[src/rtl/arst_pkg.sv]
// shared types and constants of the adjacency row statistics tracker
// no dependencies
package arst_pkg;

    localparam int MAX_NODES      = 64;
    localparam int WEIGHT_BITS    = 8;
    localparam int NODE_BITS      = $clog2(MAX_NODES);
    localparam int CFG_BITS       = 7;
    localparam int DEGREE_BITS    = 7;
    localparam int TOTAL_BITS     = 14;
    localparam int QUEUE_DEPTH    = 4;
    localparam int QUEUE_PTR_BITS = $clog2(QUEUE_DEPTH);
    localparam int QUEUE_CNT_BITS = $clog2(QUEUE_DEPTH + 1);

    localparam logic [CFG_BITS-1:0]    CFG_RESET  = CFG_BITS'(MAX_NODES);
    localparam logic [DEGREE_BITS-1:0] DEGREE_MAX = {DEGREE_BITS{1'b1}};
    localparam logic [TOTAL_BITS-1:0]  TOTAL_MAX  = {TOTAL_BITS{1'b1}};

    typedef logic [WEIGHT_BITS-1:0] weight_t;
    typedef logic [NODE_BITS-1:0]   node_t;
    typedef logic [DEGREE_BITS-1:0] degree_t;
    typedef logic [TOTAL_BITS-1:0]  total_t;
    typedef logic [CFG_BITS-1:0]    cfg_t;

    // one classified matrix element
    typedef struct packed {
        weight_t weight;
        node_t   row;
        node_t   col;
        logic    row_end;
        logic    mat_end;
    } item_t;

    // one matrix result
    typedef struct packed {
        node_t most_links_node;
        node_t largest_sum_node;
        node_t smallest_sum_node;
        logic  smallest_sum_found;
        node_t lightest_link_row;
        node_t lightest_link_col;
        logic  link_found;
    } result_t;

    // queue status seen by front and back
    typedef struct packed {
        logic full;
        logic not_empty;
    } queue_status_t;

endpackage

[src/rtl/arst_front.sv]
// front end: takes matrix elements and tags them with position and row/matrix ends
// depends on arst_pkg
module arst_front
    import arst_pkg::*;
(
    input  logic          clk,
    input  logic          rst_n,
    input  logic          cfg_wr_en,
    input  cfg_t          cfg_wr_data,
    input  logic          in_valid,
    input  weight_t       link_weight,
    output logic          in_stall,
    input  queue_status_t queue_status,
    output logic          push,
    output item_t         item
);

    cfg_t  node_count_reg;
    node_t row_pos_reg;
    node_t row_pos_next;
    node_t col_pos_reg;
    node_t col_pos_next;
    node_t last_idx;
    logic  row_end;
    logic  mat_end;

    // last valid index from the node count, with the count clamped to 1..MAX_NODES
    always_comb
    begin
        if (node_count_reg == '0)
        begin
            last_idx = '0;
        end
        else if (node_count_reg > CFG_BITS'(MAX_NODES))
        begin
            last_idx = NODE_BITS'(MAX_NODES - 1);
        end
        else
        begin
            last_idx = NODE_BITS'(node_count_reg - 1'b1);
        end
    end

    // handshake with the queue
    assign in_stall = queue_status.full;
    assign push     = in_valid && !queue_status.full;

    // classification
    assign row_end = (col_pos_reg == last_idx);
    assign mat_end = row_end && (row_pos_reg == last_idx);

    assign item.weight  = link_weight;
    assign item.row     = row_pos_reg;
    assign item.col     = col_pos_reg;
    assign item.row_end = row_end;
    assign item.mat_end = mat_end;

    // position advance
    always_comb
    begin
        row_pos_next = row_pos_reg;
        col_pos_next = col_pos_reg;
        if (push)
        begin
            if (!row_end)
            begin
                col_pos_next = col_pos_reg + 1'b1;
            end
            else
            begin
                col_pos_next = '0;
                row_pos_next = mat_end ? '0 : row_pos_reg + 1'b1;
            end
        end
    end

    // register and position counters
    always_ff @(posedge clk or negedge rst_n)
    begin
        if (!rst_n)
        begin
            node_count_reg <= CFG_RESET;
            row_pos_reg    <= '0;
            col_pos_reg    <= '0;
        end
        else if (cfg_wr_en)
        begin
            node_count_reg <= cfg_wr_data;
            row_pos_reg    <= '0;
            col_pos_reg    <= '0;
        end
        else
        begin
            row_pos_reg <= row_pos_next;
            col_pos_reg <= col_pos_next;
        end
    end

endmodule

[src/rtl/arst_queue.sv]
// short queue of classified elements between front and back
// depends on arst_pkg
module arst_queue
    import arst_pkg::*;
(
    input  logic          clk,
    input  logic          rst_n,
    input  logic          clear,
    input  logic          push,
    input  item_t         push_item,
    input  logic          pop,
    output item_t         head_item,
    output queue_status_t status
);

    item_t                     entries [QUEUE_DEPTH];
    logic [QUEUE_PTR_BITS-1:0] wr_ptr_reg;
    logic [QUEUE_PTR_BITS-1:0] rd_ptr_reg;
    logic [QUEUE_CNT_BITS-1:0] count_reg;
    logic [QUEUE_CNT_BITS-1:0] count_next;

    assign status.full      = (count_reg == QUEUE_CNT_BITS'(QUEUE_DEPTH));
    assign status.not_empty = (count_reg != '0);
    assign head_item        = entries[rd_ptr_reg];

    // occupancy
    always_comb
    begin
        count_next = count_reg;
        if (push && !pop)
        begin
            count_next = count_reg + 1'b1;
        end
        else if (pop && !push)
        begin
            count_next = count_reg - 1'b1;
        end
    end

    // pointers
    always_ff @(posedge clk or negedge rst_n)
    begin
        if (!rst_n)
        begin
            wr_ptr_reg <= '0;
            rd_ptr_reg <= '0;
            count_reg  <= '0;
        end
        else if (clear)
        begin
            wr_ptr_reg <= '0;
            rd_ptr_reg <= '0;
            count_reg  <= '0;
        end
        else
        begin
            if (push)
            begin
                wr_ptr_reg <= wr_ptr_reg + 1'b1;
            end
            if (pop)
            begin
                rd_ptr_reg <= rd_ptr_reg + 1'b1;
            end
            count_reg <= count_next;
        end
    end

    // storage
    always_ff @(posedge clk)
    begin
        if (push)
        begin
            entries[wr_ptr_reg] <= push_item;
        end
    end

endmodule

[src/rtl/arst_back.sv]
// back end: row accumulation, record updates and the result register
// depends on arst_pkg
module arst_back
    import arst_pkg::*;
(
    input  logic    clk,
    input  logic    rst_n,
    input  logic    clear,
    input  logic    avail,
    input  item_t   item,
    output logic    pop,
    input  logic    out_stall,
    output logic    out_valid,
    output result_t result
);

    typedef struct packed {
        degree_t row_degree;
        total_t  row_total;
        degree_t best_degree;
        node_t   best_degree_node;
        total_t  best_high_total;
        node_t   best_high_node;
        total_t  best_low_total;
        node_t   best_low_node;
        logic    low_total_valid;
        weight_t min_weight;
        node_t   min_weight_row;
        node_t   min_weight_col;
        logic    min_weight_valid;
    } back_state_t;

    back_state_t st_reg;
    back_state_t st_upd;
    back_state_t st_next;
    logic        out_valid_reg;
    logic        out_valid_next;
    result_t     result_reg;
    result_t     result_next;
    logic        nonzero;
    logic [TOTAL_BITS:0] sum_wide;
    total_t      total_cur;
    degree_t     degree_cur;
    logic        out_free;
    logic        finish;

    // non-final items never wait on the output side
    assign out_free = !out_valid_reg || !out_stall;
    assign pop      = avail && (!item.mat_end || out_free);
    assign finish   = pop && item.mat_end;

    // row accumulation with saturation
    assign nonzero  = (item.weight != '0);
    assign sum_wide = {1'b0, st_reg.row_total} + (TOTAL_BITS + 1)'(item.weight);

    always_comb
    begin
        total_cur  = st_reg.row_total;
        degree_cur = st_reg.row_degree;
        if (nonzero)
        begin
            total_cur = (sum_wide > {1'b0, TOTAL_MAX}) ? TOTAL_MAX
                                                       : sum_wide[TOTAL_BITS-1:0];
            if (st_reg.row_degree != DEGREE_MAX)
            begin
                degree_cur = st_reg.row_degree + 1'b1;
            end
        end
    end

    // record updates for one element
    always_comb
    begin
        st_upd = st_reg;
        if (pop)
        begin
            st_upd.row_total  = total_cur;
            st_upd.row_degree = degree_cur;

            // lightest link, earlier position wins a tie
            if (nonzero && (!st_reg.min_weight_valid || item.weight < st_reg.min_weight))
            begin
                st_upd.min_weight       = item.weight;
                st_upd.min_weight_row   = item.row;
                st_upd.min_weight_col   = item.col;
                st_upd.min_weight_valid = 1'b1;
            end

            // end of row records
            if (item.row_end)
            begin
                if (item.row == '0 || degree_cur > st_reg.best_degree)
                begin
                    st_upd.best_degree      = degree_cur;
                    st_upd.best_degree_node = item.row;
                end
                if (item.row == '0 || total_cur > st_reg.best_high_total)
                begin
                    st_upd.best_high_total = total_cur;
                    st_upd.best_high_node  = item.row;
                end
                if (total_cur != '0
                    && (!st_reg.low_total_valid || total_cur < st_reg.best_low_total))
                begin
                    st_upd.best_low_total  = total_cur;
                    st_upd.best_low_node   = item.row;
                    st_upd.low_total_valid = 1'b1;
                end
                st_upd.row_total  = '0;
                st_upd.row_degree = '0;
            end
        end
    end

    // new state is cleared after a matrix or a register write
    assign st_next = (clear || finish) ? '0 : st_upd;

    // result from the final updated records
    always_comb
    begin
        result_next.most_links_node    = st_upd.best_degree_node;
        result_next.largest_sum_node   = st_upd.best_high_node;
        result_next.smallest_sum_node  = st_upd.low_total_valid ? st_upd.best_low_node : '0;
        result_next.smallest_sum_found = st_upd.low_total_valid;
        result_next.lightest_link_row  = st_upd.min_weight_valid ? st_upd.min_weight_row : '0;
        result_next.lightest_link_col  = st_upd.min_weight_valid ? st_upd.min_weight_col : '0;
        result_next.link_found         = st_upd.min_weight_valid;
    end

    // output valid holds while stalled
    always_comb
    begin
        out_valid_next = out_valid_reg;
        if (finish)
        begin
            out_valid_next = 1'b1;
        end
        else if (!out_stall)
        begin
            out_valid_next = 1'b0;
        end
    end

    always_ff @(posedge clk or negedge rst_n)
    begin
        if (!rst_n)
        begin
            st_reg        <= '0;
            out_valid_reg <= 1'b0;
        end
        else
        begin
            st_reg        <= st_next;
            out_valid_reg <= out_valid_next;
        end
    end

    // result payload
    always_ff @(posedge clk)
    begin
        if (finish)
        begin
            result_reg <= result_next;
        end
    end

    assign out_valid = out_valid_reg;
    assign result    = result_reg;

endmodule

[src/rtl/adjacency_row_stats_tracker.sv]
// Adjacency row statistics tracker, top level.
// Input channel: in_valid / in_stall with link_weight, one matrix element per
// request in row-major order. Config: cfg_wr_en / cfg_wr_data write node_count
// (0 acts as 1, above 64 as 64) and restart the matrix; write only when idle.
// Output channel: out_valid / out_stall with one result request per matrix,
// issued for the last element.
// Throughput: one element per cycle while in_stall is low; the front tags row
// and matrix ends and the back does one saturating add and the record compares
// per cycle. The last element of a matrix passes through the queue; the back
// pops it after any elements already waiting and registers result and out_valid.
// Reset: node_count returns to 64, positions and records clear, queue empties.
// When out_stall holds the result, elements keep flowing until the final
// element of the next matrix reaches the back; then the four-entry queue
// fills and in_stall rises.
// Depends on arst_pkg, arst_front, arst_queue, arst_back.
module adjacency_row_stats_tracker
    import arst_pkg::*;
(
    input  logic    clk,
    input  logic    rst_n,
    input  logic    cfg_wr_en,
    input  cfg_t    cfg_wr_data,
    input  logic    in_valid,
    output logic    in_stall,
    input  weight_t link_weight,
    output logic    out_valid,
    input  logic    out_stall,
    output node_t   most_links_node,
    output node_t   largest_sum_node,
    output node_t   smallest_sum_node,
    output logic    smallest_sum_found,
    output node_t   lightest_link_row,
    output node_t   lightest_link_col,
    output logic    link_found
);

    queue_status_t queue_status;
    logic          push;
    logic          pop;
    item_t         front_item;
    item_t         head_item;
    result_t       result;

    // front: accept and classify
    arst_front u_front (
        .clk          (clk),
        .rst_n        (rst_n),
        .cfg_wr_en    (cfg_wr_en),
        .cfg_wr_data  (cfg_wr_data),
        .in_valid     (in_valid),
        .link_weight  (link_weight),
        .in_stall     (in_stall),
        .queue_status (queue_status),
        .push         (push),
        .item         (front_item)
    );

    // decoupling queue
    arst_queue u_queue (
        .clk       (clk),
        .rst_n     (rst_n),
        .clear     (cfg_wr_en),
        .push      (push),
        .push_item (front_item),
        .pop       (pop),
        .head_item (head_item),
        .status    (queue_status)
    );

    // back: records and result
    arst_back u_back (
        .clk       (clk),
        .rst_n     (rst_n),
        .clear     (cfg_wr_en),
        .avail     (queue_status.not_empty),
        .item      (head_item),
        .pop       (pop),
        .out_stall (out_stall),
        .out_valid (out_valid),
        .result    (result)
    );

    assign most_links_node    = result.most_links_node;
    assign largest_sum_node   = result.largest_sum_node;
    assign smallest_sum_node  = result.smallest_sum_node;
    assign smallest_sum_found = result.smallest_sum_found;
    assign lightest_link_row  = result.lightest_link_row;
    assign lightest_link_col  = result.lightest_link_col;
    assign link_found         = result.link_found;

endmodule

[config.mk]
export PLATFORM = sky130hd
export DESIGN_NAME = adjacency_row_stats_tracker
export DESIGN_NICKNAME = d
export VERILOG_FILES = /design/src/rtl/arst_pkg.sv /design/src/rtl/arst_front.sv /design/src/rtl/arst_queue.sv /design/src/rtl/arst_back.sv /design/src/rtl/adjacency_row_stats_tracker.sv
export SDC_FILE = /design/constraint.sdc
export NUM_CORES = 1
export LEC_CHECK = 0
export ABC_AREA = 1
export BUFFER_PORTS_ARGS = -buffer_cell sky130_fd_sc_hd__buf_2
export CORE_ASPECT_RATIO = 1.1
export CORE_MARGIN = 2
export CORE_UTILIZATION = 46
export DETAILED_ROUTE_END_ITERATION = 7
export HOLD_SLACK_MARGIN = 0.06
export PLACE_DENSITY = 0.73
export SLEW_MARGIN = 15
export SYNTH_ARGS = -nofsm -noshare
export SYNTH_HDL_FRONTEND = slang
export SYNTH_SLANG_ARGS = --single-unit
[constraint.sdc]
create_clock -name clk -period 4.1 [get_ports clk]
set_input_delay 0.205 -clock clk [delete_from_list [all_inputs] [get_ports clk]]
set_output_delay 0.205 -clock clk [all_outputs]
set_load 0.1 [all_outputs]
* Word level (Yosys, flattened, before mapping)
Memory sizes are Yosys's and may differ from the RTL's.
Cells that the tools add are included.
** Operators by class
- Add/subtract/negate cells :: 9
- $lt $le $gt $ge :: 6
- Eq/ne operators :: 5
- Mux-type cells :: 31
- Reductions and logical operators :: 43
** Operator list (count)
- two-way mux 96 bit :: 2
- two-way mux 75 bit :: 1
- two-way mux 6 bit :: 9
- two-way mux 21 bit :: 2
- two-way mux 14 bit :: 2
- two-way mux 20 bit :: 1
- nonzero test 2 bit :: 9
- adder 14 x 8 -> 15 bit :: 1
- greater-than comparator 15 x 14 -> 1 bit, second input constant :: 1
- greater-than comparator 14 bit :: 1
- < comparator 14 bit :: 1
- two-way mux 7 bit :: 2
- nonzero test 14 bit :: 1
- two-way mux 13 bit :: 1
- adder 6 x 1 -> 6 bit, second input constant :: 2
- equality test 6 bit :: 2
- two-way mux 3 bit :: 3
- AND reduction 3 bit :: 3
- logical AND 1 bit :: 8
- zero test 1 bit :: 8
- < comparator 8 bit :: 1
- two-way mux 2 bit :: 4
- nonzero test 8 bit :: 1
- adder 7 x 1 -> 7 bit, second input constant :: 1
- other kinds (15) :: 27
** Storage, ports and cells
- Register bits after elaboration :: 155
- Memory bits (writable) :: 88
- Input port bits :: 20
- Output and inout bits :: 34
- Word-level logic and storage cells :: 122
- Memories kept :: 1
** Memories
- u_queue.entries :: depth 4, width 22, read ports 1, clocked after Yosys merged registers in 0, write ports 1, line arst_queue.sv:16 : item_t entries [QUEUE_DEPTH];

* Depth between registers and ports, before layout
An unclocked memory read counts as a cell.
- Depth after elaboration :: 12
- Gate-level depth with buffers :: 32

* Cells and area by module
Synthesis repeated with hierarchy kept, for this count alone.
** Second synthesis, totals
- Cells, all modules :: 1322
- Area total of the unflattened synthesis :: 12254.3 um^2
** By module, submodules not included
- arst_back :: times used 1, cells each 834, area an instance 7066.8 um^2, sequential area each 3388.2 um^2
- arst_queue :: times used 1, cells each 273, area an instance 3752.3 um^2, sequential area each 2817.7 um^2
- arst_front :: times used 1, cells each 215, area an instance 1435.1 um^2, sequential area each 476.7 um^2

* Worst setup path before layout
Ideal clock, no wire load.
- Path type :: reg-to-reg
- Start point :: register u_queue.rd_ptr_reg[0]
- End point :: register u_back.result_reg (netlist bit u_back.result[22]), data pin
- Arrival time :: 3667 ps
- Required time :: 3841 ps
- Path slack :: 174 ps
- Cell stages (with the launch flop) :: 29
- Buffers on the path :: 4
- Period minus slack after synthesis :: 3926 ps
- Cells stage by stage :: dfrtp_1 buf_6 buf_4 nand2_1 nand3_1 nand2_1 inv_1 ha_1 or2_2 nand3_1 nand2_1 nand2_1 nand2_1 inv_1 buf_2 nand3_1 nand2_1 inv_1 ha_1 nand4_1 nor4_1 nand2_1 nand2_1 nand2_1 nand2_1 nand2_2 buf_2 o21ai_0 inv_1
** RTL lines
- start, declared :: line arst_queue.sv:18 : logic [QUEUE_PTR_BITS-1:0] rd_ptr_reg;
- start signal, assigned :: line arst_queue.sv:63 : rd_ptr_reg <= rd_ptr_reg + 1'b1;
- end signal, assigned :: line arst_back.sv:163 : result_reg <= result_next;
- end, declared :: line arst_back.sv:38 : result_t result_reg;

* Worst setup path in the final report
- Start point :: register u_queue.rd_ptr_reg[0]
- End point :: register u_back.st_reg[57] (netlist name)
** Between the ends
- Longest elaborated chain between the ends :: 9
- Elaborated cells on any way between the ends :: 22
- Classes of those cells :: add/sub (1); order compare (2); mux (6); reduce/logical (12); memory (1)
** RTL lines
- memory read (4 x 22 bit) (*)
- adder 14 x 8 -> 15 bit :: line arst_back.sv:54 : assign sum_wide = {1'b0, st_reg.row_total} + (TOTAL_BITS + 1)'(item.weight);
- greater-than comparator 15 x 14 -> 1 bit :: line arst_back.sv:62 : total_cur = (sum_wide > {1'b0, TOTAL_MAX}) ? TOTAL_MAX
- two-way mux 14 bit :: line arst_back.sv:62
- two-way mux 14 bit :: line arst_back.sv:60 : if (nonzero)
- greater-than comparator 14 bit / two-way mux 20 bit (equally long branches) :: line arst_back.sv:97 : if (item.row == '0 || total_cur > st_reg.best_high_total)
- logical OR 1 bit / two-way mux 75 bit (equally long branches) :: line arst_back.sv:97, arst_back.sv:90
- nonzero test 2 bit (no line) / two-way mux 96 bit (equally long branches)
- AND reduction 3 bit (no line) / two-way mux 96 bit (equally long branches)
- end signal, assigned :: line arst_back.sv:153 : st_reg <= st_next;
- end, declared :: line arst_back.sv:33 : back_state_t st_reg;
Mark *: on every way between the ends. The rest lies on a longest branch, timed or not. The select of a mux whose other input is x is not followed.
A chain may end at the register's enable or synchronous reset.

==> flow_summary.rst <==
.. list-table::
   :header-rows: 1

   * - Metric
     - Value
   * - Status
     - completed
   * - Detailed-route via count
     - between 9000 and 10000
   * - Max Used Layer
     - met4
   * - Relative slew slack
     - 19.9%
   * - Standard-cell row count
     - 62
   * - Most frequent cell after synthesis
     - nand2_1
   * - Clk root buf
     - clkbuf_16
   * - Clock latency of the later-clocked register in the worst-skew pair
     - between 500 and 600 ps
   * - Slew of the pin with the lowest slew margin
     - approximately 1200 ps
   * - Seq cells post-synth
     - between 200 and 250
   * - Number of antenna repair diodes
     - 0
   * - CTS HTree Levels
     - 1
   * - Final slew viol count
     - 0
   * - Fill cells
     - roughly 2200
   * - RD Place Congestion
     - about 0.86
   * - Number of hold-slack violations in the final timing report
     - 0
   * - Cell taking the most area after synthesis
     - edfxtp_1
   * - Proportion of layout cells with a drive suffix above 1
     - between 20 and 25%
   * - Synth top area cells
     - edfxtp_1, dfrtp_1, nand2_1
   * - Die span in y
     - around 170 um
   * - Initial core utilization
     - 46.7%
   * - Critical path launch point type
     - flip-flop
   * - Crit-path slowest cell
     - dfrtp_2
   * - Total die area
     - roughly 28000 um^2
   * - Number of antenna violations at the first check in global routing
     - 0
   * - Die Width
     - between 150 and 200 um
   * - Met2 routed wirelength
     - 15200 um
   * - Met1 layer wirelength in the final routing
     - 11900 um
   * - Final critical-path setup slack
     - roughly 13 ps
   * - Seq/Total Area, Yosys
     - between 50 and 60%
   * - Maximum cell stage delay along the critical path
     - 450 ps
   * - Global-route congestion overflow total
     - 0
   * - Post-detailed-route count of antenna-violating nets
     - 0
   * - Leading cell types by count after synthesis
     - nand2_1, inv_1, dfrtp_1
   * - Largest net degree at the start of global routing
     - 64
   * - Final routed wire length divided by cell count
     - ~16 um
   * - Number of nets in the layout
     - around 1500
   * - Violation count after the first detailed-route iteration
     - ~650
   * - Number of clock buffers inserted by TritonCTS
     - 26
   * - Path class of the lowest-slack min-delay path
     - primary input to flip-flop
   * - Worst hold margin
     - about 240 ps
   * - Setup skew after layout
     - 14.7 ps
   * - Pre-CTS WS
     - -75.3 ps
   * - Mapped Avg Cell Area
     - ~9.4 um^2
   * - Cell mode on critical path
     - nand2_2
   * - Final period demand of the worst path
     - 4090 ps
   * - Count of different cell masters after synthesis
     - between 40 and 50
   * - Post-Synthesis Cell Area
     - between 10000 and 15000 um^2
   * - Total routed wirelength
     - around 29000 um
   * - DRC
     - 0
   * - Type of destination of the critical path
     - flip-flop
   * - Achievable Freq
     - 245 MHz
   * - Global-route wire length before repair
     - 44200 um
   * - Detail-routed via count per cell
     - 5.29
   * - Global routing usage summed across all routing layers
     - 19.2%
   * - Synth Net Count
     - around 1400
   * - Total of warnings raised by yosys
     - 0
   * - Clock tree from TritonCTS
     - done
   * - Wire length on met3
     - between 1000 and 1500 um
   * - Number of instances in the synthesized netlist
     - approximately 1300
   * - Clk sinks
     - roughly 240
   * - CP max FO
     - 8
   * - Worst endpoint required time
     - between 4000 and 5000 ps
   * - Setup-violating endpoint count in the final report
     - 0
   * - Critical Setup Path Class
     - flip-flop to flip-flop
   * - Unrepaired setup endpoints after global routing
     - yes
   * - DRT Pass-1 Iters
     - 5
   * - Crit path DAT
     - around 4500 ps
   * - Top Ports
     - 54
   * - Fin crit share
     - 99.7%
   * - Async set-reset flop share out of synthesis
     - 50.6%
   * - Clock slew at the register clock pins of the worst setup and hold paths
     - ~60 ps
   * - Register cell area after layout
     - approximately 6700 um^2
   * - Most instantiated flip-flop cell in the synthesis netlist
     - dfrtp_1
   * - Half-perimeter wire length of the detailed placement result
     - 18400 um
   * - Number of global-route vias before repair
     - roughly 9300
   * - Number of flops mapped to enable cells by yosys
     - 120
   * - Maximum clock path buffer count
     - 3
   * - Area of the multi-input gates
     - about 5200 um^2
   * - Largest register FFs
     - 96
   * - Max-cap check violation count
     - 0
   * - Signed area change from the synthesized netlist to the final layout
     - 24.2%
   * - I/O Buffers
     - 53
   * - Core footprint
     - 26100 um^2
   * - Portion of synthesized cell area occupied by the leading cell type
     - between 20% and 30%
## critical path, delay by kind of cell, from the launching register on
kind                     cells  cell delay [ps]
AO/OA/AOI/OAI                5              680
adder cells (fa/ha/maj)      2              510
buffers and inverters        8              920
flip-flops                   1              450
AND/OR/NAND/NOR             16             1420
## timing repair
action / CTS / global route
endpoints found under the setup margin: 41 / 70
gates cloned: 0 / 8
pin swaps: 0 / 47
hold buffers: 19 / 0
resized for setup: 5 / 175
endpoints found under the hold margin: 101 / 0
buffers inserted: 0 / 12
## cells by family (layout without fill, tap and decap cells)
group / count (synthesis) / in the layout / synth area share, %
buffers and inverters: 236 / 385 / 8.18
and+or+nand+nor: 548 / 550 / 19.8
xor gates and xnor gates: 29 / 29 / 2.09
DFF: 243 / 243 / 54.9
adders and majority gates: 59 / 59 / 6.19
muxes: 1 / 1 / 0.0822
AOI/OAI and AO/OA: 182 / 182 / 8.79
## metrics by stage
stage          utilization [%]  setup TNS [ps]  area [um^2]  std cells
6_report                  58.0               0        15100       1801
5_1_grt                   58.0           -8590        15100       1801
4_1_cts                   54.3               0        14200       1782
3_5_place_dp              50.2           -1160        13100       1715
3_3_place_gp              50.2               0        13100       1715
2_1_floorplan                -               0        12200       1298
## cells in the final DEF, fill, tap and decap left out, types with 24 or more instances in the layout
cell and count:
ha_1 33, inv_1 169, dfrtp_1 121, nand3_2 24
nand3_1 70, edfxtp_1 120, nor2_1 106, clkbuf_16 29
buf_4 54, nand2_1 249, a21oi_1 32, nand2_2 36
buf_2 53, o22ai_1 45, o21ai_0 53
## per-layer routing
metal / GRT usage (%) / vias up
met4: 4.92 / 0
li1: - / 4553
met1: 23.5 / 4657
met3: 2.80 / 61
met5: 0 / -
met2: 35.7 / 264
## cell type report
cell class | count | area share (%)
multi-input combinational | 821 | 34.7
timing repair buffer | 142 | 7.44
tap | 352 | 2.91
inverter | 195 | 4.95
clock inverter | 15 | 1.18
sequential | 243 | 44.2
clock buffer | 33 | 4.61
## final timing paths
| path | slack, ps | startpoint | cells past startpoint | end |
|---|---|---|---|---|
| min in group asynchronous | 320 | rst_n | 2 | u_back.st_reg[88]$_DFFE_PN0P_ |
| max in group asynchronous | 2900 | rst_n | 3 | u_front.node_count_reg[6]$_DFFE_PN1P_ |
| min | 240 | in_valid | 3 | u_queue.wr_ptr_reg[0]$_DFFE_PN0P_ |
| max | 10 | u_queue.rd_ptr_reg[0]$_DFFE_PN0P_ | 31 | u_back.st_reg[57]$_DFFE_PN0P_ |
| max reg2reg | 10 | u_queue.rd_ptr_reg[0]$_DFFE_PN0P_ | 31 | u_back.st_reg[57]$_DFFE_PN0P_ |
| min reg2reg | 490 | u_front.node_count_reg[6]$_DFFE_PN1P_ | 2 | u_front.node_count_reg[6]$_DFFE_PN1P_ |
Power is not shown: default switching activity piles up to over one toggle a cycle in this logic, so the estimate is an artifact.
